==> config.mk <==
export PLATFORM = sky130hd
export DESIGN_NAME = hst_front
export DESIGN_NICKNAME = d
export VERILOG_FILES = /design/src/rtl/core/hst_pkg.sv /design/src/rtl/core/hst_front.sv
export SDC_FILE = /design/constraint.sdc
export NUM_CORES = 1
export LEC_CHECK = 0
export ABC_AREA = 1
export BUFFER_PORTS_ARGS = -buffer_cell sky130_fd_sc_hd__buf_2
export CORE_ASPECT_RATIO = 0.9
export CORE_MARGIN = 3
export CORE_UTILIZATION = 58
export CTS_CLUSTER_DIAMETER = 150
export DETAILED_ROUTE_END_ITERATION = 8
export PLACE_DENSITY = 0.77
export SYNTH_ARGS = -nofsm -noshare
export SYNTH_HDL_FRONTEND = slang
export SYNTH_SLANG_ARGS = --single-unit
==> constraint.sdc <==
create_clock -name clk -period 6.2 [get_ports clk]
set_input_delay 0.93 -clock clk [delete_from_list [all_inputs] [get_ports clk]]
set_output_delay 0.93 -clock clk [all_outputs]
set_load 0.01 [all_outputs]
==> src/rtl/core/hst_pkg.sv <==
package hst_pkg;

	localparam logic [1:0] KIND_KEY    = 2'd0;
	localparam logic [1:0] KIND_DATA   = 2'd1;
	localparam logic [1:0] KIND_FIN    = 2'd2;
	localparam logic [1:0] KIND_UNUSED = 2'd3;

	localparam logic [7:0] IPAD_BYTE = 8'h36;
	localparam logic [7:0] OPAD_BYTE = 8'h5c;

	localparam int QUEUE_DEPTH = 4;
	localparam int QPTR_W = $clog2(QUEUE_DEPTH);

	typedef logic [7:0][31:0] hash_t;
	typedef logic [15:0][31:0] blk_t;
	typedef logic [3:0][63:0] key_t;

	typedef struct packed {
		logic [1:0]  kind;
		logic [63:0] key_word;
		logic [1:0]  key_index;
		logic [7:0]  data_byte;
	} item_t;

	// listed from word 7 down to word 0
	localparam hash_t SHA_IV = '{
		32'h5be0cd19, 32'h1f83d9ab, 32'h9b05688c, 32'h510e527f,
		32'ha54ff53a, 32'h3c6ef372, 32'hbb67ae85, 32'h6a09e667
	};

	localparam logic [31:0] SHA_K [64] = '{
		32'h428a2f98, 32'h71374491, 32'hb5c0fbcf, 32'he9b5dba5,
		32'h3956c25b, 32'h59f111f1, 32'h923f82a4, 32'hab1c5ed5,
		32'hd807aa98, 32'h12835b01, 32'h243185be, 32'h550c7dc3,
		32'h72be5d74, 32'h80deb1fe, 32'h9bdc06a7, 32'hc19bf174,
		32'he49b69c1, 32'hefbe4786, 32'h0fc19dc6, 32'h240ca1cc,
		32'h2de92c6f, 32'h4a7484aa, 32'h5cb0a9dc, 32'h76f988da,
		32'h983e5152, 32'ha831c66d, 32'hb00327c8, 32'hbf597fc7,
		32'hc6e00bf3, 32'hd5a79147, 32'h06ca6351, 32'h14292967,
		32'h27b70a85, 32'h2e1b2138, 32'h4d2c6dfc, 32'h53380d13,
		32'h650a7354, 32'h766a0abb, 32'h81c2c92e, 32'h92722c85,
		32'ha2bfe8a1, 32'ha81a664b, 32'hc24b8b70, 32'hc76c51a3,
		32'hd192e819, 32'hd6990624, 32'hf40e3585, 32'h106aa070,
		32'h19a4c116, 32'h1e376c08, 32'h2748774c, 32'h34b0bcb5,
		32'h391c0cb3, 32'h4ed8aa4a, 32'h5b9cca4f, 32'h682e6ff3,
		32'h748f82ee, 32'h78a5636f, 32'h84c87814, 32'h8cc70208,
		32'h90befffa, 32'ha4506ceb, 32'hbef9a3f7, 32'hc67178f2
	};

	function automatic logic [31:0] rotr(input logic [31:0] x, input int n);
		return (x >> n) | (x << (32 - n));
	endfunction

	function automatic logic [31:0] bsig0(input logic [31:0] x);
		return rotr(x, 2) ^ rotr(x, 13) ^ rotr(x, 22);
	endfunction

	function automatic logic [31:0] bsig1(input logic [31:0] x);
		return rotr(x, 6) ^ rotr(x, 11) ^ rotr(x, 25);
	endfunction

	function automatic logic [31:0] ssig0(input logic [31:0] x);
		return rotr(x, 7) ^ rotr(x, 18) ^ (x >> 3);
	endfunction

	function automatic logic [31:0] ssig1(input logic [31:0] x);
		return rotr(x, 17) ^ rotr(x, 19) ^ (x >> 10);
	endfunction

	// 32 key bytes then 32 zero bytes, all xored with the pad byte
	function automatic blk_t key_block(input key_t key, input logic [7:0] pad);
		blk_t b;
		for (int i = 0; i < 16; i++) begin
			if (i < 8) begin
				b[i] = (i % 2 == 0) ? key[i / 2][63:32] : key[i / 2][31:0];
			end else begin
				b[i] = 32'd0;
			end
			b[i] = b[i] ^ {4{pad}};
		end
		return b;
	endfunction

endpackage

==> src/rtl/core/hst_front.sv <==
module hst_front
	import hst_pkg::*;
(
	input  logic        clk,
	input  logic        arst_n,
	input  logic        in_valid,
	output logic        in_stall,
	input  logic [1:0]  kind,
	input  logic [63:0] key_word,
	input  logic [1:0]  key_index,
	input  logic [7:0]  data_byte,
	output logic        q_valid,
	output item_t       q_item,
	input  logic        q_pop
);

	item_t              mem_q [QUEUE_DEPTH];
	logic [QPTR_W-1:0]  wr_ptr_q;
	logic [QPTR_W-1:0]  rd_ptr_q;
	logic [QPTR_W:0]    count_q;
	logic               push;
	logic               pop;

	assign in_stall = (count_q == (QPTR_W + 1)'(QUEUE_DEPTH));
	// unused kind code is swallowed here and never reaches the back end
	assign push = in_valid && !in_stall && (kind != KIND_UNUSED);
	assign q_valid = (count_q != '0);
	assign pop = q_pop && q_valid;
	assign q_item = mem_q[rd_ptr_q];

	always_ff @(posedge clk) begin
		if (push) begin
			mem_q[wr_ptr_q] <= '{kind: kind, key_word: key_word,
				key_index: key_index, data_byte: data_byte};
		end
	end

	always_ff @(posedge clk or negedge arst_n) begin
		if (!arst_n) begin
			wr_ptr_q <= '0;
			rd_ptr_q <= '0;
			count_q <= '0;
		end else begin
			if (push) begin
				wr_ptr_q <= wr_ptr_q + 1'b1;
			end
			if (pop) begin
				rd_ptr_q <= rd_ptr_q + 1'b1;
			end
			if (push && !pop) begin
				count_q <= count_q + 1'b1;
			end else if (pop && !push) begin
				count_q <= count_q - 1'b1;
			end
		end
	end

endmodule

==> results of run 1 <==
routing by layer:
metal,GRT usage,share of wire,vias to the layer above
met4,0.0639,0.023,6
met1,0.258,0.43,3439
li1,-,-,3616
met3,0.0421,0.065,50
met2,0.331,0.48,222
met5,0,0.0012,-
registers in the layout, indices dropped and copies added (netlist names):
| register | cells |
|---|---|
| mem_q | 304 |
| count_q | 3 |
| rd_ptr_q | 2 |
| wr_ptr_q | 2 |
path summary, 6_finish.rpt:
| check | start | end | cells after the start |
|---|---|---|---|
| worst min register to register | count_q[2] | count_q[2] | 2 |
| worst min-delay path | arst_n | rd_ptr_q[0] | 1 |
| max in group asynchronous | arst_n | rd_ptr_q[1] | 1 |
| min in group clk | count_q[2] | count_q[2] | 2 |
| worst max-delay path | rd_ptr_q[0] | q_item[26] | 6 |
| worst max register to register | count_q[0] | mem_q[1][34] | 5 |
synthesized netlist by cell type (all sizes together):
cell type  count
a21oi          1
buf           42
clkbuf         8
dfrtp          7
edfxtp       304
fa             1
ha             5
inv          169
nand2        246
nand3          7
nand4          1
nor2           4
o211ai       152
o21ai          1
xnor2          1
cells by family after synthesis:
kind of cell,Yosys count
DFF,311
and+or+nand+nor,258
buffers and inverters,219
AOI/OAI and AO/OA,154
adders and majority gates,6
xor gates and xnor gates,1
where the power goes:
part           switching, mW  leakage, nW  internal [mW]
clock network          0.722        0.490           1.07
registers              0.165         2.86           2.66
logic                   1.33         2.52          0.677
total                   2.21         5.86           4.41
cell usage in the layout (no fill, tap or decap), types with 4 or more instances in the layout:
master | synthesis | layout
ha_1 | 5 | 5
clkbuf_16 | 0 | 31
o211ai_1 | 152 | 152
clkinv_1 | 0 | 9
diode_2 | 0 | 4
nand3_1 | 7 | 7
buf_2 | 29 | 157
nand2_1 | 246 | 246
clkinv_2 | 0 | 9
edfxtp_1 | 304 | 304
inv_1 | 167 | 167
buf_4 | 5 | 10
bufinv_16 | 0 | 4
dfrtp_1 | 7 | 6
nor2_4 | 0 | 4
area by class of cell:
class                           instances  area, sq um  share of cell area
Multi-Input combinational cell        419         2250               0.156
Timing Repair Buffer                  168          881              0.0610
Antenna cell                            4         10.0            0.000693
Inverter                              169          643              0.0446
Clock inverter                         22          203              0.0140
Sequential cell                       311         9310               0.645
Tap cell                              286          358              0.0248
Clock buffer                           32          779              0.0540
==> results.md, run 1 <==
* Starting Density at 0.595
* ANT nets after route at 0
* Die area at 23,200 sq um
* Post-Synth Simple-Gate Area at 0.0788
* Cell chain of the critical path: inv_8 > buf_4 > nand2_1 > o211ai_1 > nand2_1 > buf_2
* Critical path startpoint category: flip-flop
* Final setup vio count at 0
* Gp weighted congestion at approximately 0.75
* Worst setup EP type: primary output
* Status: finished clean
* XOR/XNOR share of the synthesized area at 0.000705
* Post-route DRC at 0
* Max Cap Violations at 0
* Detailed Routing Iterations Pass 1 at 7
* Top Ports at about 160
* Largest stage delay on the critical path at 700 ps
* Number of nets in the layout at 1,185
* Dpl cell area at around 13,000 sq um
* Routed vias/inst at about 5.2
* Cell Pwr Density at 459 nW/um^2
* Hold_buf cts at 0
* Final Cycle Share at 0.646
* CP top delay family: buffers and inverters
* Share of the core filled with cells at 0.691
* Reg2reg setup slack at 3610 ps
* Post-Syn Area at 12,400 sq um
* Row count at 50
* Leakage dissipation at 5.86 nW
* Max FO, Critical Path at 191
* Synth Register Bits at 311
* Fill count at between 1k and 1.5k
* Mux share of post-synthesis cell area at 0
* Worst skew pair latency at 540 ps
* Actual slew at the worst max-slew pin at 1030 ps
* Die Span Y at ~140 um
* Final Power at 6.62 mW
* Synth Instances at 949
* Htree depth at 1
* Total Wirelength at 22,900 um
* Slowest CP cell: inv_8
* CTS tree: built
* Core Region at 20,900 sq um
* Setup repair bufs after CTS at 0
* Aggregate global-route resource usage at 0.196
* Complex-gate fraction of the synthesized area at 0.0926
* Max frequency at 250 MHz
* First-pass GRT wire length at 36,000 um
* Root Driver: clkbuf_16
* Syn avg cell area at approximately 13 sq um
* Area growth syn-to-layout at 16.2%
* Pin count of the biggest net entering global routing at 192
* Worst Path Required at roughly 5300 ps
* Worst hold margin at ~220 ps
* Mapped Nets at about 1.0k
* Via count at roughly 7.3k
* Port bufs at 157
* Post-CTS resize count at 0
* Clk_skew at 11.9 ps
* Post-synthesis sequential area ratio at 0.749
* DP HPWL at 13,200 um
* Synth area leader: edfxtp_1
* Worst IR Drop VDD at 488 uV
* Crit path kind: flip-flop to primary output
* Share of layout cells above drive strength 1 at 0.195
* CTS Buf Count at 30
* Yosys top cell area share at 0.735
* Hold Fails Final Rpt at 0
* Initial antenna violation count at 6
* Adder-cell share of the synthesized area at 0.00665
* Placed insts at 1,353
* Drt wl/cell at 16.2 um
* WP buf/inv at 3
* Synth warn at 0
* DR iter-0 viols at 599
* Count of final max-slew check failures at 0
* Setup WS post-layout at 2190 ps
* Headroom to the max-slew limit at 0.316
* Non-filler cells, final at 1,411
* Number of global-route vias before repair at 7,081
* Worst path most repeated cell: nand2_1
* Setup TNS at 0 ps
* Register clock-pin slew on the reported worst setup and hold paths at approximately 60 ps
* Total gr overflow at 0
* Place WS at 2800 ps
* Distinct cells, synth at 19
* Die Wd at 160 um
* Largest family of logic cells by synthesized area: compound AO/OA/AOI/OAI gates
* Fin area at 14,400 sq um
* Clock sink total at 311
* RSZ-0062 raised after global routing: false
* Worst Path Arrival at 3080 ps
* Top post-synthesis cells by area: edfxtp_1, o211ai_1, nand2_1
* Clock Path Buffers at 3
* Min-delay worst type: primary input to asynchronous set/reset pin
* Tmin final at 4010 ps
(Power assumes the default switching activity.)
==> inputs of run 2 (changes only) <==
Settings changed: ABC_AREA 1 to 0, CORE_UTILIZATION 58 to 51, PLACE_DENSITY 0.77 to 0.72.
Clock period 6.2 ns to 3.26 ns, I/O delays scaled along.
==> results.md, run 2 <==
* Worst r2r src: count_q[2]
* Aggregate global-route resource usage at 0.178 (-0.0177)
* Worst IR Drop VDD at 541 uV (+11%)
* Worst skew pair latency at 540 ps (about the same)
* Total gr overflow at 0 (unchanged)
* Syn avg cell area at 26.3 sq um (+100%)
* Synth Instances at 433 (-54%)
* Largest stage delay on the critical path at 640 ps (-60 ps)
* Htree depth at 1 (unchanged)
* Final setup vio count at 0 (unchanged)
* Worst setup EP type: primary output
* Reg2reg setup slack at 1030 ps (-2580 ps)
* Root Driver: clkbuf_16
* Area growth syn-to-layout at 18.4%
* Post-synthesis sequential area ratio at 0.816 (+0.0670)
* Sw Pwr at 3.36 mW (+52%)
* Reg2reg end: mem_q[2][33]
* DP HPWL at 13,400 um (+1.3%)
* First-pass GRT wire length at 32,800 um (-8.9%)
* Worst Path Arrival at 2310 ps (-770 ps)
* Synth area leader: edfxtp_1
* Share of layout cells above drive strength 1 at 0.459 (+0.263)
* Top post-synthesis cells by count: edfxtp_1, mux4_2, buf_2, dfrtp_1, ha_1
* Drt wl/cell at 22.8 um (+40%)
* Die Wd at 164 um (+2.1%)
* Metal2 WL at 10,400 um (-5.1%)
* Top Metal Used: met5
* Top flop regs: mem_q (304), count_q (3)
* Final Cycle Share at 0.858
* Via count at 5,165 (-30%)
* Detailed Routing Iterations Pass 1 at 5 (-2)
* Total Wirelength at 21,300 um (-7.1%)
* Top_reg_cell synth: edfxtp_1
* Max reg flops at 304 (unchanged)
* Worst Path Required at 2770 ps (-2500 ps)
* WL met1 at 8660 um (-12%)
* Crit path kind: flip-flop to primary output
* Tmin final at roughly 2800 ps
* CP top delay family: flip-flops
* Synth Register Bits at 311 (unchanged)
* Net Sw Frac at 0.285 (-0.0493)
* Max Cap Violations at 0 (unchanged)
* Count of final max-slew check failures at 0 (unchanged)
* WP buf/inv at 2 (-1)
* Clock sink total at 311 (unchanged)
* Post-Syn Area at 11,400 sq um (-8.2%)
* Most frequent cell after synthesis: edfxtp_1
* Max frequency at 358 MHz
* Total length of routed met3 wires at 1730 um (+16%)
* RSZ-0062 raised after global routing: false
* Hold path cells at 1
* Top Ports at 158 (unchanged)
* CTS Buf Count at 30 (unchanged)
* Die area at 24,200 sq um (+4.2%)
* Yosys top cell area share at 0.800 (+0.0658)
* Critical path startpoint category: flip-flop
* Number of nets in the layout at 705 (-41%)
* Initial antenna violation count at 5 (-1)
* Starting Density at 0.523 (-0.0721)
* Critical path depth at 3 (-3)
* R2r worst-path depth at 4 (-1)
* WHS Endpoint: mem_q[3][52]
* Slowest CP cell: dfrtp_4
* Cell chain of the critical path: buf_12 > mux4_2 > buf_2
* Place WS at 953 ps (-1850 ps)
* Leakage dissipation at 4.60 nW (-22%)
* Setup TNS at 0 ps (unchanged)
* Port bufs at 157 (unchanged)
* Setup WS post-layout at 464 ps (-1730 ps)
* Synth warn at 0 (unchanged)
* Top post-synthesis cells by area: edfxtp_1, mux4_2, dfrtp_1
* ANT nets after route at 0 (unchanged)
* Largest Register: mem_q
* Die Span Y at 148 um (+2.1%)
* Row count at 51 (+2.0%)
* Most frequent cells in the layout: edfxtp_1, buf_2, mux4_2
* Cell Pwr Density at 872 nW/um^2 (+90%)
* Post-route DRC at 0 (unchanged)
* Most common cell after layout, fill and taps aside: edfxtp_1
* Hold Crit Start: key_word[42]
* Int Pwr at 8.41 mW (+91%)
* Async set or reset register ratio after synthesis at 0.0225 (unchanged)
* Clock group share of total power at 0.263 (-0.007)
* Routed vias/inst at 5.53 (+6.4%)
* Register clock-pin slew on the reported worst setup and hold paths at 60 ps (about the same)
* Clock Path Buffers at 3 (unchanged)
* Mapped Nets at 519 (-50%)
* DR iter-0 viols at 420 (-30%)
* EDFF count, synth at 304 (unchanged)
* Clk_skew at 6.97 ps (-4.88 ps)
* Distinct cells, synth at 22 (+3)
* Core Region at 21,800 sq um (+4.4%)
* CTS tree: built
* Power share of the combinational group at 0.283 (-0.020)
* Status: finished clean
* Number of global-route vias before repair at 5,541 (-22%)
* Actual slew at the worst max-slew pin at 478 ps (-549 ps)
* Max FO, Critical Path at 35 (-82%)
* Min-delay worst type: primary input to flip-flop
* Pin count of the biggest net entering global routing at 64 (-67%)
* Gp weighted congestion at 0.731 (-2.3%)
* Hold Fails Final Rpt at 0 (unchanged)
* Seq pwr share at 0.454 (+0.027)
* Headroom to the max-slew limit at 0.681 (+0.366)
## run 2: changes by cell type in the layout (fill, tap and decap cells not counted), sizes merged, moves of 5 or more
cell	delta
inv	-164
clkbuf	+7
nand3	-6
clkinv	-5
mux4	+76
o211ai	-152
nand2	-245
## run 2: kinds of logic (layout without fill, tap and decap cells)
family,count (synthesis),count (layout),share of synthesized area
other,0,2,0
xor gates and xnor gates,6,6,0.00461
muxes,78,78,0.152
AOI/OAI and AO/OA,1,1,0.00176
buffers and inverters,22,230,0.0136
and+or+nand+nor,9,9,0.00494
DFF,311,311,0.816
adders and majority gates,6,6,0.00724
## run 2: routing by layer
layer,vias up,GRT usage
li1,2236,-
met1,2670,0.258
met2,211,0.284
met3,40,0.0384
met4,8,0.0402
met5,-,0
## run 2: area by class of cell
cell class / instances / area, sq um
fillers: 1518 / 8320
well taps: 291 / 364
inverters: 4 / 15.0
flip-flops and latches: 311 / 9310
clock inverters: 15 / 72.6
repair buffers: 172 / 976
clock buffers: 39 / 806
multi-input cells: 100 / 1960
diodes: 2 / 5.00
## run 2: what timing repair did
item                                   CTS  global route
resized for setup                        0             0
endpoints found under the hold margin    7             0
setup endpoints to repair                0             0
hold buffers                             1             0
setup buffers                            0             0
## run 2: worst max-delay path by stage
stage                         to         from  slack (ps)
floorplan            mem_q[2][0]   count_q[2]         100
detailed placement  mem_q[2][30]      kind[0]         950
global placement       q_item[8]  rd_ptr_q[0]         990
finish                q_item[21]  rd_ptr_q[0]         460
global route           q_item[8]  rd_ptr_q[0]         320
CTS                   q_item[17]  rd_ptr_q[0]         390
## run 2: through the flow
stage / power [mW] / hold slack (ps) / cell area, sq um / utilization / std cells
after floorplan: 7.61 / 193 / 11400 / - / 433
after global placement: 8.76 / 327 / 12600 / 0.578 / 877
after detailed placement: 8.86 / 333 / 12600 / 0.578 / 877
after CTS: 12.0 / 141 / 13500 / 0.619 / 932
after global routing: 12.3 / 146 / 13500 / 0.619 / 933
final: 11.8 / 163 / 13500 / 0.619 / 934
## run 2: power by group through the flow
stage | Sequential (mW) | Combinational, mW | Clock, mW
after CTS | 5.36 | 3.43 | 3.16
after detailed placement | 5.44 | 3.42 | 0
final | 5.35 | 3.33 | 3.09
after global routing | 5.41 | 3.57 | 3.34
after floorplan | 5.31 | 2.30 | 0
after global placement | 5.39 | 3.37 | 0
==> inputs of run 3 (changes only) <==
==> constraint.sdc (replaced) <==
create_clock -name clk -period 3.26 [get_ports clk]
set_input_delay 0 -clock clk [delete_from_list [all_inputs] [get_ports clk]]
set_output_delay 0 -clock clk [all_outputs]
set_load 0.01 [all_outputs]
==> results.md, run 3 (synthesis results as in run 2) <==
* Status: finished clean
* Register clock-pin slew on the reported worst setup and hold paths at 60 ps (about the same)
* Post-route DRC at 0 (unchanged)
* Worst Path Required at 3260 ps (+490 ps)
* Largest Register: mem_q
* Non-filler cells, final at 1,006 (+7.7%)
* Worst Path Arrival at 2490 ps (+180 ps)
* Die area at 24,200 sq um (unchanged)
* Total gr overflow at 0 (unchanged)
* Setup repair bufs after CTS at 0 (unchanged)
* Most common cell after layout, fill and taps aside: edfxtp_1
* Tmin final at 2490 ps (-309 ps)
* Number of nets in the layout at 781 (+11%)
* Reg2reg setup slack at 970 ps (-60 ps)
* DP HPWL at 13,200 um (-1.2%)
* Count of final max-slew check failures at 0 (unchanged)
* Detailed Routing Iterations Pass 1 at 4 (-1)
* Hold Fails Final Rpt at 0 (unchanged)
* Die Wd at 164 um (unchanged)
* First-pass GRT wire length at 33,300 um (+1.7%)
* Sequential Area at 9310 sq um (unchanged)
* Root Driver: clkbuf_16
* Worst r2r src: count_q[2]
* Initial antenna violation count at 0 (-5)
* Die Span Y at 148 um (unchanged)
* Max FO, Critical Path at 30 (-14%)
* Pin count of the biggest net entering global routing at 50 (-22%)
* Clock Path Buffers at 3 (unchanged)
* Dpl cell area at 12,600 sq um (-0.22%)
* DR iter-0 viols at 369 (-12%)
* Worst Setup SP: rd_ptr_q[0]
* Top Ports at 158 (unchanged)
* Critical path startpoint category: flip-flop
* Min-delay worst type: primary input to flip-flop
* Drt wl/cell at 21.7 um (-4.7%)
* CTS tree: built
* Routed vias/inst at 5.35 (-3.2%)
* Number of global-route vias before repair at 5,733 (+3.5%)
* Share of the core filled with cells at 0.654 (+0.0353)
* ANT nets after route at 0 (unchanged)
* Cell Pwr Density at 833 nW/um^2 (-4.4%)
* Aggregate global-route resource usage at 0.180 (+0.00238)
* Final Cycle Share at 0.763 (-0.0949)
* Hold_buf cts at 80 (+79)
* Final setup vio count at 0 (unchanged)
* Htree depth at 1 (unchanged)
* Max reg flops at 304 (unchanged)
* Max frequency at 402 MHz (+12%)
* CTS Buf Count at 29 (-3.3%)
* Clk_skew at 7.44 ps (+0.470 ps)
* Worst hold margin at 222 ps (+59.2 ps)
* Worst skew pair latency at 520 ps (-20 ps)
* Row count at 51 (unchanged)
* Hold Crit Start: data_byte[3]
* Gp weighted congestion at 0.745 (+1.9%)
* Placed insts at 875 (-0.23%)
* Port bufs at 157 (unchanged)
* Core Region at 21,800 sq um (unchanged)
* Post-CTS resize count at 0 (unchanged)
* Fill count at 1,480 (-2.5%)
* Worst setup EP type: primary output
* Starting Density at 0.523 (unchanged)
* Headroom to the max-slew limit at 0.516 (-0.165)
* Multi-input gate area at 1960 sq um (unchanged)
* Area growth syn-to-layout at 25.2%
* Share of layout cells above drive strength 1 at 0.410 (-0.0489)
* Clock sink total at 311 (unchanged)
* RSZ-0062 raised after global routing: false
* Actual slew at the worst max-slew pin at 726 ps (+247 ps)
* Crit path kind: flip-flop to primary output
* Total Wirelength at 21,800 um (+2.7%)
* Max Cap Violations at 0 (unchanged)
* Most frequent cells in the layout: edfxtp_1, buf_2, dlygate4sd3_1
* Worst IR Drop VDD at 656 uV (+21%)
* Top flop regs: mem_q (304), count_q (3)
* Via count at 5,386 (+4.3%)
* Leakage dissipation at 4.92 nW (+6.9%)
* Fin area at 14,300 sq um (+5.7%)
* Antenna diode count at 0 (-2)
* Setup TNS at 0 ps (unchanged)
-- run 3: where the power goes --
part | total (mW) | leakage, nW | switching [mW] | internal (mW)
logic | 3.27 | 1.63 | 1.63 | 1.64
clock network | 3.14 | 0.433 | 1.33 | 1.82
registers | 5.48 | 2.85 | 0.392 | 5.09
-- run 3: metal layers --
metal | track usage | up-vias | share of wire | wire (um)
met5 | 0 | - | 0 | 0
met4 | 0.0342 | 0 | 0.016 | 351
met3 | 0.0319 | 27 | 0.067 | 1460
met2 | 0.292 | 187 | 0.49 | 10600
met1 | 0.266 | 2797 | 0.43 | 9430
li1 | - | 2375 | - | -
-- run 3: path summary, 6_finish.rpt --
check,cells past startpoint,end
max,3,q_item[21]
min,2,mem_q[3][3]
max reg2reg,4,mem_q[1][23]
min reg2reg,1,count_q[2]
max in group asynchronous,3,rd_ptr_q[0]
min in group asynchronous,3,wr_ptr_q[0]
-- run 3: layout make-up --
class                           count  area share
Multi-Input combinational cell    100       0.137
Timing Repair Buffer              249       0.122
Sequential cell                   311       0.652
Clock buffer                       42      0.0578
Clock inverter                      9     0.00465
Inverter                            4     0.00105
Tap cell                          291      0.0255
-- run 3: critical path: stages (launching register included) --
cell	delay (ps)
dfrtp_4	830
buf_4	380
mux4_2	580
buf_2	160
-- run 3: metrics by stage --
| stage | setup slack, ps | total power, mW |
|---|---|---|
| after CTS | 695 | 12.1 |
| final | 773 | 11.9 |
| after global routing | 612 | 12.4 |
| after floorplan | 103 | 7.61 |
| after detailed placement | 922 | 8.84 |
| after global placement | 1050 | 8.75 |
